### src/rtl/stks_pkg.sv
`default_nettype none
// ============================================================================
// stks_pkg: shared codes and types for the sorted table key search block
// Command and search-method codes used by the channel interfaces and the
// search sequencer.
// ============================================================================
package stks_pkg;

    localparam int CMD_W    = 1;
    localparam int METHOD_W = 2;

    typedef logic [CMD_W-1:0]    cmd_t;
    typedef logic [METHOD_W-1:0] method_t;

    localparam cmd_t CMD_WRITE  = 1'b0;
    localparam cmd_t CMD_SEARCH = 1'b1;

    localparam method_t METHOD_LINEAR = 2'd0;
    localparam method_t METHOD_BINARY = 2'd1;
    localparam method_t METHOD_INTERP = 2'd2;

endpackage
`default_nettype wire

### src/rtl/stks_if.sv
`default_nettype none
// ============================================================================
// stks_if: channel interfaces of the sorted table key search block
// The input channel carries write and search commands; the output channel
// carries one search answer per beat.
// ============================================================================
interface stks_in_if import stks_pkg::*;
#(
    parameter int IDX_W    = 4,
    parameter int KEY_BITS = 16
);
    logic                valid;
    logic                ready;
    cmd_t                cmd;
    logic [IDX_W-1:0]    entry_index;
    logic [KEY_BITS-1:0] entry_key;
    logic [KEY_BITS-1:0] search_key;
    method_t             method;

    modport source (output valid, cmd, entry_index, entry_key, search_key, method,
                    input ready);
    modport sink   (input valid, cmd, entry_index, entry_key, search_key, method,
                    output ready);
endinterface

interface stks_out_if
#(
    parameter int IDX_W = 4,
    parameter int CNT_W = 5
);
    logic             valid;
    logic             ready;
    logic             found;
    logic [IDX_W-1:0] position;
    logic [CNT_W-1:0] probe_count;

    modport source (output valid, found, position, probe_count, input ready);
    modport sink   (input valid, found, position, probe_count, output ready);
endinterface
`default_nettype wire

### src/rtl/sorted_table_key_search.sv
`default_nettype none
// ============================================================================
// sorted_table_key_search: key table with linear, binary and interpolation
// search
// A table of TABLE_DEPTH keys is held in a synchronous RAM. Write beats load
// entries; search beats look up a key among the first entry_count entries.
// ============================================================================
// A write beat stores its key and gives no answer; writes at an
// index at or above TABLE_DEPTH are dropped. A search beat gives exactly one
// answer beat with found, position (0 when not found) and the probe count.
// The block works on one search at a time; its pace is set by the single RAM
// read port and, for interpolation, by the multiply-divide unit. A linear
// scan streams one entry per cycle. A binary search reads and then compares
// each probe. An interpolation iteration takes up to two bound reads, a
// check, a multiply and a division, and a probe read and compare. A
// finished answer sits in an output register, so the next beat is taken
// while the previous answer still waits for the sink. Binary and
// interpolation search assume the entries in use ascend; entries never
// written read back as unknown data. The entry_count register may only be
// written while no search is in flight and no answer is pending.
// ============================================================================
module sorted_table_key_search import stks_pkg::*;
#(
    parameter int TABLE_DEPTH = 16,
    parameter int KEY_BITS    = 16
)
(
    input  wire logic                               clk,
    input  wire logic                               rst_n,
    input  wire logic                               cfg_wr_en,
    input  wire logic [$clog2(TABLE_DEPTH+1)-1:0]   cfg_wr_data,
    stks_in_if.sink                                 in_ch,
    stks_out_if.source                              out_ch
);

    localparam int IDX_W = $clog2(TABLE_DEPTH);
    localparam int CNT_W = $clog2(TABLE_DEPTH + 1);

    // Sequencer states.
    localparam logic [3:0] S_IDLE      = 4'd0;
    localparam logic [3:0] S_LIN       = 4'd1;
    localparam logic [3:0] S_BIN_ISSUE = 4'd2;
    localparam logic [3:0] S_BIN_CMP   = 4'd3;
    localparam logic [3:0] S_INT_CHK   = 4'd4;
    localparam logic [3:0] S_INT_RL    = 4'd5;
    localparam logic [3:0] S_INT_RH    = 4'd6;
    localparam logic [3:0] S_INT_DIV   = 4'd7;
    localparam logic [3:0] S_INT_CMP   = 4'd8;
    localparam logic [3:0] S_DONE      = 4'd9;

    // Control registers.
    logic [3:0]          state_reg,       state_next;
    logic [CNT_W-1:0]    entry_count_reg;
    logic                out_valid_reg,   out_valid_next;
    logic                lin_vld_reg,     lin_vld_next;
    logic                tl_ok_reg,       tl_ok_next;
    logic                th_ok_reg,       th_ok_next;

    // Search working registers.
    logic [KEY_BITS-1:0] key_reg,         key_next;
    logic [CNT_W-1:0]    lo_reg,          lo_next;
    logic [CNT_W-1:0]    hi_ex_reg,       hi_ex_next;     // one past the upper bound
    logic [IDX_W-1:0]    mid_reg,         mid_next;       // probe index in flight
    logic [CNT_W-1:0]    lin_addr_reg,    lin_addr_next;  // next entry to read
    logic [KEY_BITS-1:0] tl_reg,          tl_next;        // key at lower bound
    logic [KEY_BITS-1:0] th_reg,          th_next;        // key at upper bound
    logic [CNT_W-1:0]    probes_reg,      probes_next;
    logic                found_reg,       found_next;
    logic [IDX_W-1:0]    pos_reg,         pos_next;

    // Answer register.
    logic                out_found_reg,   out_found_next;
    logic [IDX_W-1:0]    out_pos_reg,     out_pos_next;
    logic [CNT_W-1:0]    out_probes_reg,  out_probes_next;

    // RAM and divider hookup.
    logic                ram_we;
    logic                ram_re;
    logic [IDX_W-1:0]    ram_raddr;
    logic [KEY_BITS-1:0] ram_rdata;
    logic                div_start;
    logic                div_done;
    logic [IDX_W-1:0]    div_quot;

    // Derived values.
    logic [CNT_W-1:0]    n_eff;
    logic                idx_ok;
    logic [CNT_W:0]      mid_sum;
    logic [IDX_W-1:0]    bin_mid;
    logic [CNT_W-1:0]    hi_cnt;
    logic [CNT_W-1:0]    int_p;

    // An entry count beyond the depth searches the whole table.
    assign n_eff = (entry_count_reg > CNT_W'(TABLE_DEPTH)) ? CNT_W'(TABLE_DEPTH)
                                                           : entry_count_reg;
    assign idx_ok = (CNT_W'(in_ch.entry_index) < CNT_W'(TABLE_DEPTH));

    // Midpoint floor((lo + hi) / 2) with hi = hi_ex - 1; only used when lo < hi_ex.
    assign mid_sum = (CNT_W+1)'(lo_reg) + (CNT_W+1)'(hi_ex_reg) - 1'b1;
    assign bin_mid = IDX_W'(mid_sum >> 1);

    assign hi_cnt = hi_ex_reg - 1'b1;
    assign int_p  = lo_reg + CNT_W'(div_quot);

    assign in_ch.ready = (state_reg == S_IDLE);

    stks_ram
    #(
        .WIDTH (KEY_BITS),
        .DEPTH (TABLE_DEPTH)
    )
    u_key_table
    (
        .clk   (clk),
        .we    (ram_we),
        .waddr (in_ch.entry_index),
        .wdata (in_ch.entry_key),
        .re    (ram_re),
        .raddr (ram_raddr),
        .rdata (ram_rdata)
    );

    // The numerator factor key - tl never exceeds th - tl because the check
    // state only starts the unit once tl <= key <= th holds.
    stks_div
    #(
        .KEY_BITS (KEY_BITS),
        .IDX_W    (IDX_W)
    )
    u_div
    (
        .clk   (clk),
        .rst_n (rst_n),
        .start (div_start),
        .a     (key_reg - tl_reg),
        .b     (IDX_W'(hi_cnt - lo_reg)),
        .d     (th_reg - tl_reg),
        .done  (div_done),
        .quot  (div_quot)
    );

    always_comb
    begin
        state_next      = state_reg;
        out_valid_next  = out_valid_reg;
        lin_vld_next    = lin_vld_reg;
        tl_ok_next      = tl_ok_reg;
        th_ok_next      = th_ok_reg;
        key_next        = key_reg;
        lo_next         = lo_reg;
        hi_ex_next      = hi_ex_reg;
        mid_next        = mid_reg;
        lin_addr_next   = lin_addr_reg;
        tl_next         = tl_reg;
        th_next         = th_reg;
        probes_next     = probes_reg;
        found_next      = found_reg;
        pos_next        = pos_reg;
        out_found_next  = out_found_reg;
        out_pos_next    = out_pos_reg;
        out_probes_next = out_probes_reg;
        ram_we          = 1'b0;
        ram_re          = 1'b0;
        ram_raddr       = '0;
        div_start       = 1'b0;

        if (out_valid_reg && out_ch.ready)
        begin
            out_valid_next = 1'b0;
        end

        unique case (state_reg)
            S_IDLE:
            begin
                if (in_ch.valid)
                begin
                    if (in_ch.cmd == CMD_WRITE)
                    begin
                        ram_we = idx_ok;
                    end
                    else
                    begin
                        key_next      = in_ch.search_key;
                        probes_next   = '0;
                        found_next    = 1'b0;
                        pos_next      = '0;
                        lo_next       = '0;
                        hi_ex_next    = n_eff;
                        lin_addr_next = '0;
                        lin_vld_next  = 1'b0;
                        tl_ok_next    = 1'b0;
                        th_ok_next    = 1'b0;
                        if (n_eff == '0)
                        begin
                            state_next = S_DONE;
                        end
                        else
                        begin
                            unique case (in_ch.method)
                                METHOD_LINEAR: state_next = S_LIN;
                                METHOD_BINARY: state_next = S_BIN_ISSUE;
                                METHOD_INTERP: state_next = S_INT_CHK;
                                default:       state_next = S_DONE;
                            endcase
                        end
                    end
                end
            end

            // Reads stream one entry per cycle; the entry read last cycle is
            // compared while the next one is fetched.
            S_LIN:
            begin
                if (lin_vld_reg)
                begin
                    probes_next = probes_reg + 1'b1;
                end
                if (lin_vld_reg && (ram_rdata == key_reg))
                begin
                    found_next = 1'b1;
                    pos_next   = IDX_W'(lin_addr_reg - 1'b1);
                    state_next = S_DONE;
                end
                else if (lin_addr_reg < n_eff)
                begin
                    ram_re        = 1'b1;
                    ram_raddr     = IDX_W'(lin_addr_reg);
                    lin_addr_next = lin_addr_reg + 1'b1;
                    lin_vld_next  = 1'b1;
                end
                else
                begin
                    state_next = S_DONE;
                end
            end

            S_BIN_ISSUE:
            begin
                if (lo_reg >= hi_ex_reg)
                begin
                    state_next = S_DONE;
                end
                else
                begin
                    ram_re     = 1'b1;
                    ram_raddr  = bin_mid;
                    mid_next   = bin_mid;
                    state_next = S_BIN_CMP;
                end
            end

            S_BIN_CMP:
            begin
                probes_next = probes_reg + 1'b1;
                state_next  = S_BIN_ISSUE;
                if (ram_rdata == key_reg)
                begin
                    found_next = 1'b1;
                    pos_next   = mid_reg;
                    state_next = S_DONE;
                end
                else if (ram_rdata < key_reg)
                begin
                    lo_next = CNT_W'(mid_reg) + 1'b1;
                end
                else
                begin
                    hi_ex_next = CNT_W'(mid_reg);
                end
            end

            // Bound keys are cached; only a bound that moved is read again.
            S_INT_CHK:
            begin
                if (lo_reg >= hi_ex_reg)
                begin
                    state_next = S_DONE;
                end
                else if (!tl_ok_reg)
                begin
                    ram_re     = 1'b1;
                    ram_raddr  = IDX_W'(lo_reg);
                    state_next = S_INT_RL;
                end
                else if (!th_ok_reg)
                begin
                    ram_re     = 1'b1;
                    ram_raddr  = IDX_W'(hi_cnt);
                    state_next = S_INT_RH;
                end
                else if ((key_reg < tl_reg) || (key_reg > th_reg))
                begin
                    state_next = S_DONE;
                end
                else
                begin
                    probes_next = probes_reg + 1'b1;
                    if (tl_reg == th_reg)
                    begin
                        // Flat range: the search ends here either way.
                        found_next = (tl_reg == key_reg);
                        pos_next   = (tl_reg == key_reg) ? IDX_W'(lo_reg) : '0;
                        state_next = S_DONE;
                    end
                    else
                    begin
                        div_start  = 1'b1;
                        state_next = S_INT_DIV;
                    end
                end
            end

            S_INT_RL:
            begin
                tl_next    = ram_rdata;
                tl_ok_next = 1'b1;
                state_next = S_INT_CHK;
            end

            S_INT_RH:
            begin
                th_next    = ram_rdata;
                th_ok_next = 1'b1;
                state_next = S_INT_CHK;
            end

            S_INT_DIV:
            begin
                if (div_done)
                begin
                    ram_re     = 1'b1;
                    ram_raddr  = IDX_W'(int_p);
                    mid_next   = IDX_W'(int_p);
                    state_next = S_INT_CMP;
                end
            end

            S_INT_CMP:
            begin
                state_next = S_INT_CHK;
                if (ram_rdata == key_reg)
                begin
                    found_next = 1'b1;
                    pos_next   = mid_reg;
                    state_next = S_DONE;
                end
                else if (ram_rdata < key_reg)
                begin
                    lo_next    = CNT_W'(mid_reg) + 1'b1;
                    tl_ok_next = 1'b0;
                end
                else
                begin
                    hi_ex_next = CNT_W'(mid_reg);
                    th_ok_next = 1'b0;
                end
            end

            // Hand the answer to the output register once it is free.
            S_DONE:
            begin
                if (!out_valid_reg || out_ch.ready)
                begin
                    out_valid_next  = 1'b1;
                    out_found_next  = found_reg;
                    out_pos_next    = pos_reg;
                    out_probes_next = probes_reg;
                    state_next      = S_IDLE;
                end
            end

            default:
            begin
                state_next = S_IDLE;
            end
        endcase
    end

    always_ff @(posedge clk or negedge rst_n)
    begin
        if (!rst_n)
        begin
            state_reg       <= S_IDLE;
            entry_count_reg <= '0;
            out_valid_reg   <= 1'b0;
            lin_vld_reg     <= 1'b0;
            tl_ok_reg       <= 1'b0;
            th_ok_reg       <= 1'b0;
        end
        else
        begin
            state_reg     <= state_next;
            out_valid_reg <= out_valid_next;
            lin_vld_reg   <= lin_vld_next;
            tl_ok_reg     <= tl_ok_next;
            th_ok_reg     <= th_ok_next;
            if (cfg_wr_en)
            begin
                entry_count_reg <= cfg_wr_data;
            end
        end
    end

    always_ff @(posedge clk)
    begin
        key_reg        <= key_next;
        lo_reg         <= lo_next;
        hi_ex_reg      <= hi_ex_next;
        mid_reg        <= mid_next;
        lin_addr_reg   <= lin_addr_next;
        tl_reg         <= tl_next;
        th_reg         <= th_next;
        probes_reg     <= probes_next;
        found_reg      <= found_next;
        pos_reg        <= pos_next;
        out_found_reg  <= out_found_next;
        out_pos_reg    <= out_pos_next;
        out_probes_reg <= out_probes_next;
    end

    assign out_ch.valid       = out_valid_reg;
    assign out_ch.found       = out_found_reg;
    assign out_ch.position    = out_pos_reg;
    assign out_ch.probe_count = out_probes_reg;

    // A hit always points inside the entries in use.
    a_found_in_range: assert property (@(posedge clk) disable iff (!rst_n)
        (out_ch.valid && out_ch.found) |-> (CNT_W'(out_ch.position) < n_eff))
        else $error("found position lies outside the entries in use");

    // Every method shrinks its range on each probe, so probes never exceed n.
    a_probes_bounded: assert property (@(posedge clk) disable iff (!rst_n)
        out_ch.valid |-> (out_ch.probe_count <= n_eff))
        else $error("probe count exceeds the number of entries in use");

    // The divider only finishes while the sequencer waits for it.
    a_div_done_state: assert property (@(posedge clk) disable iff (!rst_n)
        div_done |-> (state_reg == S_INT_DIV))
        else $error("divider finished outside the interpolation wait state");

    // A divider start always leads into the wait state.
    a_div_start_next: assert property (@(posedge clk) disable iff (!rst_n)
        div_start |=> (state_reg == S_INT_DIV))
        else $error("divider started without entering the wait state");

endmodule
`default_nettype wire

### src/rtl/stks_ram.sv
`default_nettype none
// ============================================================================
// stks_ram: generic simple dual-port RAM
// One write port and one read port; read data is registered.
// ============================================================================
module stks_ram
#(
    parameter int WIDTH = 16,
    parameter int DEPTH = 16
)
(
    input  wire logic                     clk,
    input  wire logic                     we,
    input  wire logic [$clog2(DEPTH)-1:0] waddr,
    input  wire logic [WIDTH-1:0]         wdata,
    input  wire logic                     re,
    input  wire logic [$clog2(DEPTH)-1:0] raddr,
    output      logic [WIDTH-1:0]         rdata
);

    logic [WIDTH-1:0] mem_reg [DEPTH];
    logic [WIDTH-1:0] rdata_reg;

    always_ff @(posedge clk)
    begin
        if (we)
        begin
            mem_reg[waddr] <= wdata;
        end
        if (re)
        begin
            rdata_reg <= mem_reg[raddr];
        end
    end

    assign rdata = rdata_reg;

endmodule
`default_nettype wire

### src/rtl/stks_div.sv
`default_nettype none
// ============================================================================
// stks_div: interpolation step unit
// Computes floor(a * b / d) for the interpolation probe: a multiply first,
// then one restoring-division step per quotient bit. The caller
// guarantees a <= d and b < 2**IDX_W, so the quotient fits IDX_W bits.
// ============================================================================
module stks_div
#(
    parameter int KEY_BITS = 16,
    parameter int IDX_W    = 4
)
(
    input  wire logic                clk,
    input  wire logic                rst_n,
    input  wire logic                start,
    input  wire logic [KEY_BITS-1:0] a,
    input  wire logic [IDX_W-1:0]    b,
    input  wire logic [KEY_BITS-1:0] d,
    output      logic                done,
    output      logic [IDX_W-1:0]    quot
);

    localparam int PROD_W = KEY_BITS + IDX_W;
    localparam int STEP_W = $clog2(IDX_W + 1);

    logic                busy_reg;
    logic                mul_pend_reg;
    logic                done_reg;
    logic [STEP_W-1:0]   step_cnt_reg;
    logic [KEY_BITS-1:0] a_reg;
    logic [IDX_W-1:0]    b_reg;
    logic [KEY_BITS-1:0] d_reg;
    logic [KEY_BITS-1:0] rem_reg;
    logic [IDX_W-1:0]    low_reg;
    logic [IDX_W-1:0]    quot_reg;

    logic [PROD_W-1:0]   prod;
    logic [KEY_BITS:0]   trial;
    logic                q_bit;

    assign prod  = PROD_W'(a_reg) * PROD_W'(b_reg);
    assign trial = {rem_reg, low_reg[IDX_W-1]};
    assign q_bit = (trial >= {1'b0, d_reg});

    always_ff @(posedge clk or negedge rst_n)
    begin
        if (!rst_n)
        begin
            busy_reg     <= 1'b0;
            mul_pend_reg <= 1'b0;
            done_reg     <= 1'b0;
            step_cnt_reg <= '0;
        end
        else
        begin
            done_reg <= 1'b0;
            if (start)
            begin
                busy_reg     <= 1'b1;
                mul_pend_reg <= 1'b1;
            end
            else if (mul_pend_reg)
            begin
                mul_pend_reg <= 1'b0;
                step_cnt_reg <= STEP_W'(IDX_W);
            end
            else if (busy_reg)
            begin
                step_cnt_reg <= step_cnt_reg - 1'b1;
                if (step_cnt_reg == STEP_W'(1))
                begin
                    busy_reg <= 1'b0;
                    done_reg <= 1'b1;
                end
            end
        end
    end

    always_ff @(posedge clk)
    begin
        if (start)
        begin
            a_reg <= a;
            b_reg <= b;
            d_reg <= d;
        end
        else if (mul_pend_reg)
        begin
            rem_reg  <= prod[PROD_W-1:IDX_W];
            low_reg  <= prod[IDX_W-1:0];
            quot_reg <= '0;
        end
        else if (busy_reg)
        begin
            rem_reg  <= q_bit ? KEY_BITS'(trial - {1'b0, d_reg}) : trial[KEY_BITS-1:0];
            low_reg  <= low_reg << 1;
            quot_reg <= IDX_W'({quot_reg, q_bit});
        end
    end

    assign done = done_reg;
    assign quot = quot_reg;

endmodule
`default_nettype wire
### src/flat_wrapper.sv
// flat-port wrapper written by rule: the top's interface ports become plain ports
module sorted_table_key_search_flat import stks_pkg::*;
#(
    parameter int TABLE_DEPTH = 16,
    parameter int KEY_BITS    = 16
)
  (clk, rst_n, cfg_wr_en, cfg_wr_data, in_ch_valid, in_ch_cmd, in_ch_entry_index, in_ch_entry_key, in_ch_search_key, in_ch_method, in_ch_ready, out_ch_valid, out_ch_found, out_ch_position, out_ch_probe_count, out_ch_ready);
  stks_in_if #(.KEY_BITS(KEY_BITS)) in_ch_i ();
  stks_out_if out_ch_i ();
  input  wire logic clk;
  input  wire logic rst_n;
  input  wire logic cfg_wr_en;
  input  wire logic [$clog2(TABLE_DEPTH+1)-1:0] cfg_wr_data;
  input wire logic [$bits(in_ch_i.valid)-1:0] in_ch_valid;
  input wire logic [$bits(in_ch_i.cmd)-1:0] in_ch_cmd;
  input wire logic [$bits(in_ch_i.entry_index)-1:0] in_ch_entry_index;
  input wire logic [$bits(in_ch_i.entry_key)-1:0] in_ch_entry_key;
  input wire logic [$bits(in_ch_i.search_key)-1:0] in_ch_search_key;
  input wire logic [$bits(in_ch_i.method)-1:0] in_ch_method;
  output wire logic [$bits(in_ch_i.ready)-1:0] in_ch_ready;
  output wire logic [$bits(out_ch_i.valid)-1:0] out_ch_valid;
  output wire logic [$bits(out_ch_i.found)-1:0] out_ch_found;
  output wire logic [$bits(out_ch_i.position)-1:0] out_ch_position;
  output wire logic [$bits(out_ch_i.probe_count)-1:0] out_ch_probe_count;
  input wire logic [$bits(out_ch_i.ready)-1:0] out_ch_ready;
  assign in_ch_i.valid = in_ch_valid;
  assign in_ch_i.cmd = in_ch_cmd;
  assign in_ch_i.entry_index = in_ch_entry_index;
  assign in_ch_i.entry_key = in_ch_entry_key;
  assign in_ch_i.search_key = in_ch_search_key;
  assign in_ch_i.method = in_ch_method;
  assign in_ch_ready = in_ch_i.ready;
  assign out_ch_valid = out_ch_i.valid;
  assign out_ch_found = out_ch_i.found;
  assign out_ch_position = out_ch_i.position;
  assign out_ch_probe_count = out_ch_i.probe_count;
  assign out_ch_i.ready = out_ch_ready;
  sorted_table_key_search #(.TABLE_DEPTH(TABLE_DEPTH), .KEY_BITS(KEY_BITS)) u_core (.clk(clk), .rst_n(rst_n), .cfg_wr_en(cfg_wr_en), .cfg_wr_data(cfg_wr_data), .in_ch(in_ch_i), .out_ch(out_ch_i));
endmodule
### config.mk
export PLATFORM = sky130hd
export DESIGN_NAME = sorted_table_key_search_flat
export DESIGN_NICKNAME = d
export VERILOG_FILES = /design/src/rtl/stks_pkg.sv /design/src/rtl/stks_if.sv /design/src/rtl/sorted_table_key_search.sv /design/src/rtl/stks_ram.sv /design/src/rtl/stks_div.sv /design/src/flat_wrapper.sv
export SDC_FILE = /design/constraint.sdc
export NUM_CORES = 1
export LEC_CHECK = 0
export BUFFER_PORTS_ARGS = -buffer_cell sky130_fd_sc_hd__buf_2
export CORE_ASPECT_RATIO = 1.5
export CORE_MARGIN = 2
export CORE_UTILIZATION = 35
export CTS_CLUSTER_DIAMETER = 200
export DETAILED_ROUTE_END_ITERATION = 12
export PLACE_DENSITY = 0.56
export SETUP_SLACK_MARGIN = 0.05
export SLEW_MARGIN = 20
export SYNTH_ARGS = -nofsm -noshare
export SYNTH_HDL_FRONTEND = slang
export SYNTH_HIERARCHICAL = 1
export SYNTH_SLANG_ARGS = --single-unit
### constraint.sdc
create_clock -name clk -period 21.1 [get_ports clk]
set_input_delay 0 -clock clk [delete_from_list [all_inputs] [get_ports clk]]
set_output_delay 0 -clock clk [all_outputs]
set_load 0.01 [all_outputs]
==> metrics.txt <==
Synth top area share 0.5531; relative slew slack 0.2775; Yosys top cell by area edfxtp_1; Fillers 5952; final hold vios 0; nets 2019; crit-path max cell delay roughly 0.80 ns; Synth Flop Type edfxtp_1; placed wire-length estimate after detailed placement about 37 mm; Num CTS Buffers between 40 and 50; Rows between 100 and 150; Die Y between 300 and 400 µm; commonest non-fill, non-tap cell in the layout edfxtp_1; die width between 200 and 250 µm; CP endpoint kind flip-flop; Max-Cap Viols 0; vias in the first global route around 14000; core box area 64330 µm²; Combinational Power Share 0.320; maximum clock path buffer count 3; fmax about 0.21 GHz; global-route wire length before repair approximately 80 mm; DR pass1 iterations 5; drt total wl ~52 mm; Syn. warnings 6; Via density around 5.1; die area 67100 µm²; DR WL/cell about 19 µm; Syn Inst Count approximately 1700; CP max FO 40; share of cells above drive strength 1 0.1391; pin count of the biggest net entering global routing 65; worst skew pair latency roughly 0.56 ns; worst-path cell chain inv_1 > ha_1 > a21oi_1 > o21a_1 > o211a_1 > nor4_1 > a221o_4 > buf_4 > mux4_1 > a22oi_1 > nand2_1; Final Skew 0.02300 ns; synthesized cell area ~23000 µm²; Post-synth EDFFs 419; CTS tree yes; Pins Over Slew Limit 0; async set or reset register ratio after synthesis 0.04338; status finished, final reports clean; CP delay by family, top compound AO/OA/AOI/OAI gates; Tmin final a little under 5 ns; GPL Wtd Cong between 0.8 and 0.9; Starting Density 0.3536; crit start category flip-flop; Final TNS setup 0 ns; worst path buffer plus inverter count 2; CTS Root Cell clkbuf_16; DRC Markers 0; actual slew at the worst max-slew pin 1.084 ns; Arrival @ worst endpoint between 5 and 6 ns; Hold-fix buffers, CTS just under 50; Crit Path Class reg2reg; post-CTS setup buffers 0; Buffers on Ports 60; P_sw ~900 µW; H-tree levels 2; Post-Syn Nets ~1900; Avg Cell Area, Syn 13.71 µm²; Yosys cell types 91; Detail Route Antenna Nets 0; register area share after synthesis 0.5740; via count approximately 14000; sw frac 0.3157; max reg flops 256; sequential share of power 0.407; GRT overflow 0; Leak around 0.0098 µW; Clk pwr share 0.273; min-delay worst type in2reg; Yosys reg bits between 400 and 500; most frequent cells in the layout 419 x edfxtp_1, 172 x inv_1, 135 x ha_1; RSZ-0062 raised after global routing false; Peak VDD IR about 0.08 mV; pwr dens roughly 110 nW/µm²; I/O pins 61; antenna violations before repair 0; Area contributors post-synth edfxtp_1 55%, ha_1 7.4%, mux4_2 5.3%; Post-Route Utilization 0.4055; 1st-iter DRT viols 738; total clock sinks 438; Tcrit/Tclk final 0.2301; placed cell count around 2600; Multi-input gate area between 8000 and 9000 µm²; FF/Latch Area approximately 13000 µm²; final setup vio count 0; CTS resizes 0; critical path's slowest cell nor4_1; Power Internal between 1500 and 2000 µW; Finished Layout Cells between 2000 and 3000; GR Util All Layers 0.1571; area grow syn2layout 14.66%; ANT cells 0; CTS clk-pin slew, worst paths around 0.060 ns; CP required around 21 ns
## power by group through the flow
stage | Sequential, µW | Combinational (µW) | Clock [µW]
after CTS | 1160 | 922 | 800
after global routing | 1170 | 1010 | 831
after detailed placement | 1180 | 908 | 0
after global placement | 1180 | 899 | 0
final | 1160 | 913 | 780
after floorplan | 1150 | 684 | 0
## layer usage
layer | vias up | part of all wire | routed length, µm | GRT usage
met5 | - | 0 | 0 | 0
met2 | 282 | 0.55 | 28740 | 0.3001
met4 | 0 | 0.043 | 2248 | 0.07330
met3 | 105 | 0.027 | 1409 | 0.01634
li1 | 6475 | - | - | -
met1 | 6864 | 0.38 | 19840 | 0.1730
## worst min-delay path, cell delays in order
cell     delay, ns
buf_2         0.12
nand3_1       0.14
nor2_1        0.15
## kinds of logic (layout without fill, tap and decap cells)
group | after synthesis | count (layout) | synth area share
buffers and inverters | 212 | 386 | 0.03877
AND/OR/NAND/NOR | 385 | 385 | 0.08640
multiplexers | 95 | 95 | 0.07942
adder cells (fa/ha/maj) | 169 | 169 | 0.1042
AO/OA/AOI/OAI | 292 | 292 | 0.09108
XOR/XNOR | 68 | 68 | 0.02618
flip-flops | 438 | 438 | 0.5740
## cell type report
cell class                      instances  share of cell area
Inverter                              172             0.02475
Sequential cell                       438              0.5006
Clock buffer                           51             0.04197
Timing Repair Buffer                  138             0.03866
Tap cell                              870             0.04173
Clock inverter                         25             0.01238
Multi-Input combinational cell       1009              0.3399
## Yosys cell counts (5+ instances only)
cell and count:
a21oi_1 62, nor2b_1 20, a211oi_1 8, o31a_1 6, nand3b_1 6, mux2_2 14, nand3_1 24, buf_2 5
buf_6 7, xnor2_1 45, mux4_2 54, a21o_1 27, a31oi_1 8, a221o_1 5, inv_1 172, nor4_1 7
edfxtp_1 419, o22ai_1 5, nand2b_1 10, a22oi_1 39, and4_1 5, mux2i_1 17, mux4_1 10, dfrtp_1 19
ha_1 135, fa_1 34, o21ai_0 41, nand2_1 108, and3_1 6, o211ai_1 9, o21bai_1 5, clkbuf_1 20
o21a_1 21, nor3_1 22, xor2_1 23, nand4_1 12, and2_1 52, nor2_1 86, or2_2 5
## per-stage QoR
step                      power, µW  cell area, µm²  hold WS, ns  worst slack (ns)
after floorplan                1831           22750      -0.2956             12.73
after global placement         2076           24170     0.005557             16.33
after detailed placement       2088           24170      0.01099             16.18
after CTS                      2884           26080      0.03280             16.18
after global routing           3006           26090      0.05586             15.78
final                          2855           26090      0.05915             16.24
## final timing paths
path | startpoint | end | slack [ns] | cells past startpoint
max | u_core/lo_reg[1]$_SDFFCE_PP0P_ | u_core/u_key_table/rdata[9]$_DFFE_PP_ | 16.24 | 11
min | in_ch_entry_index[2] | u_core/u_key_table/mem_reg[15][0]$_DFFE_PP_ | 0.06 | 3
max reg2reg | u_core/lo_reg[1]$_SDFFCE_PP0P_ | u_core/u_key_table/rdata[9]$_DFFE_PP_ | 16.24 | 11
min reg2reg | u_core/found_reg$_DFFE_PP_ | u_core/out_ch.found$_DFFE_PP_ | 0.42 | 0
max in group asynchronous | rst_n | u_core/state_reg[0]$_DFFE_PN0P_ | 19.75 | 3
min in group asynchronous | rst_n | u_core/u_div/busy_reg$_DFFE_PN0P_ | 0.72 | 3
(Power assumes the default switching activity.)
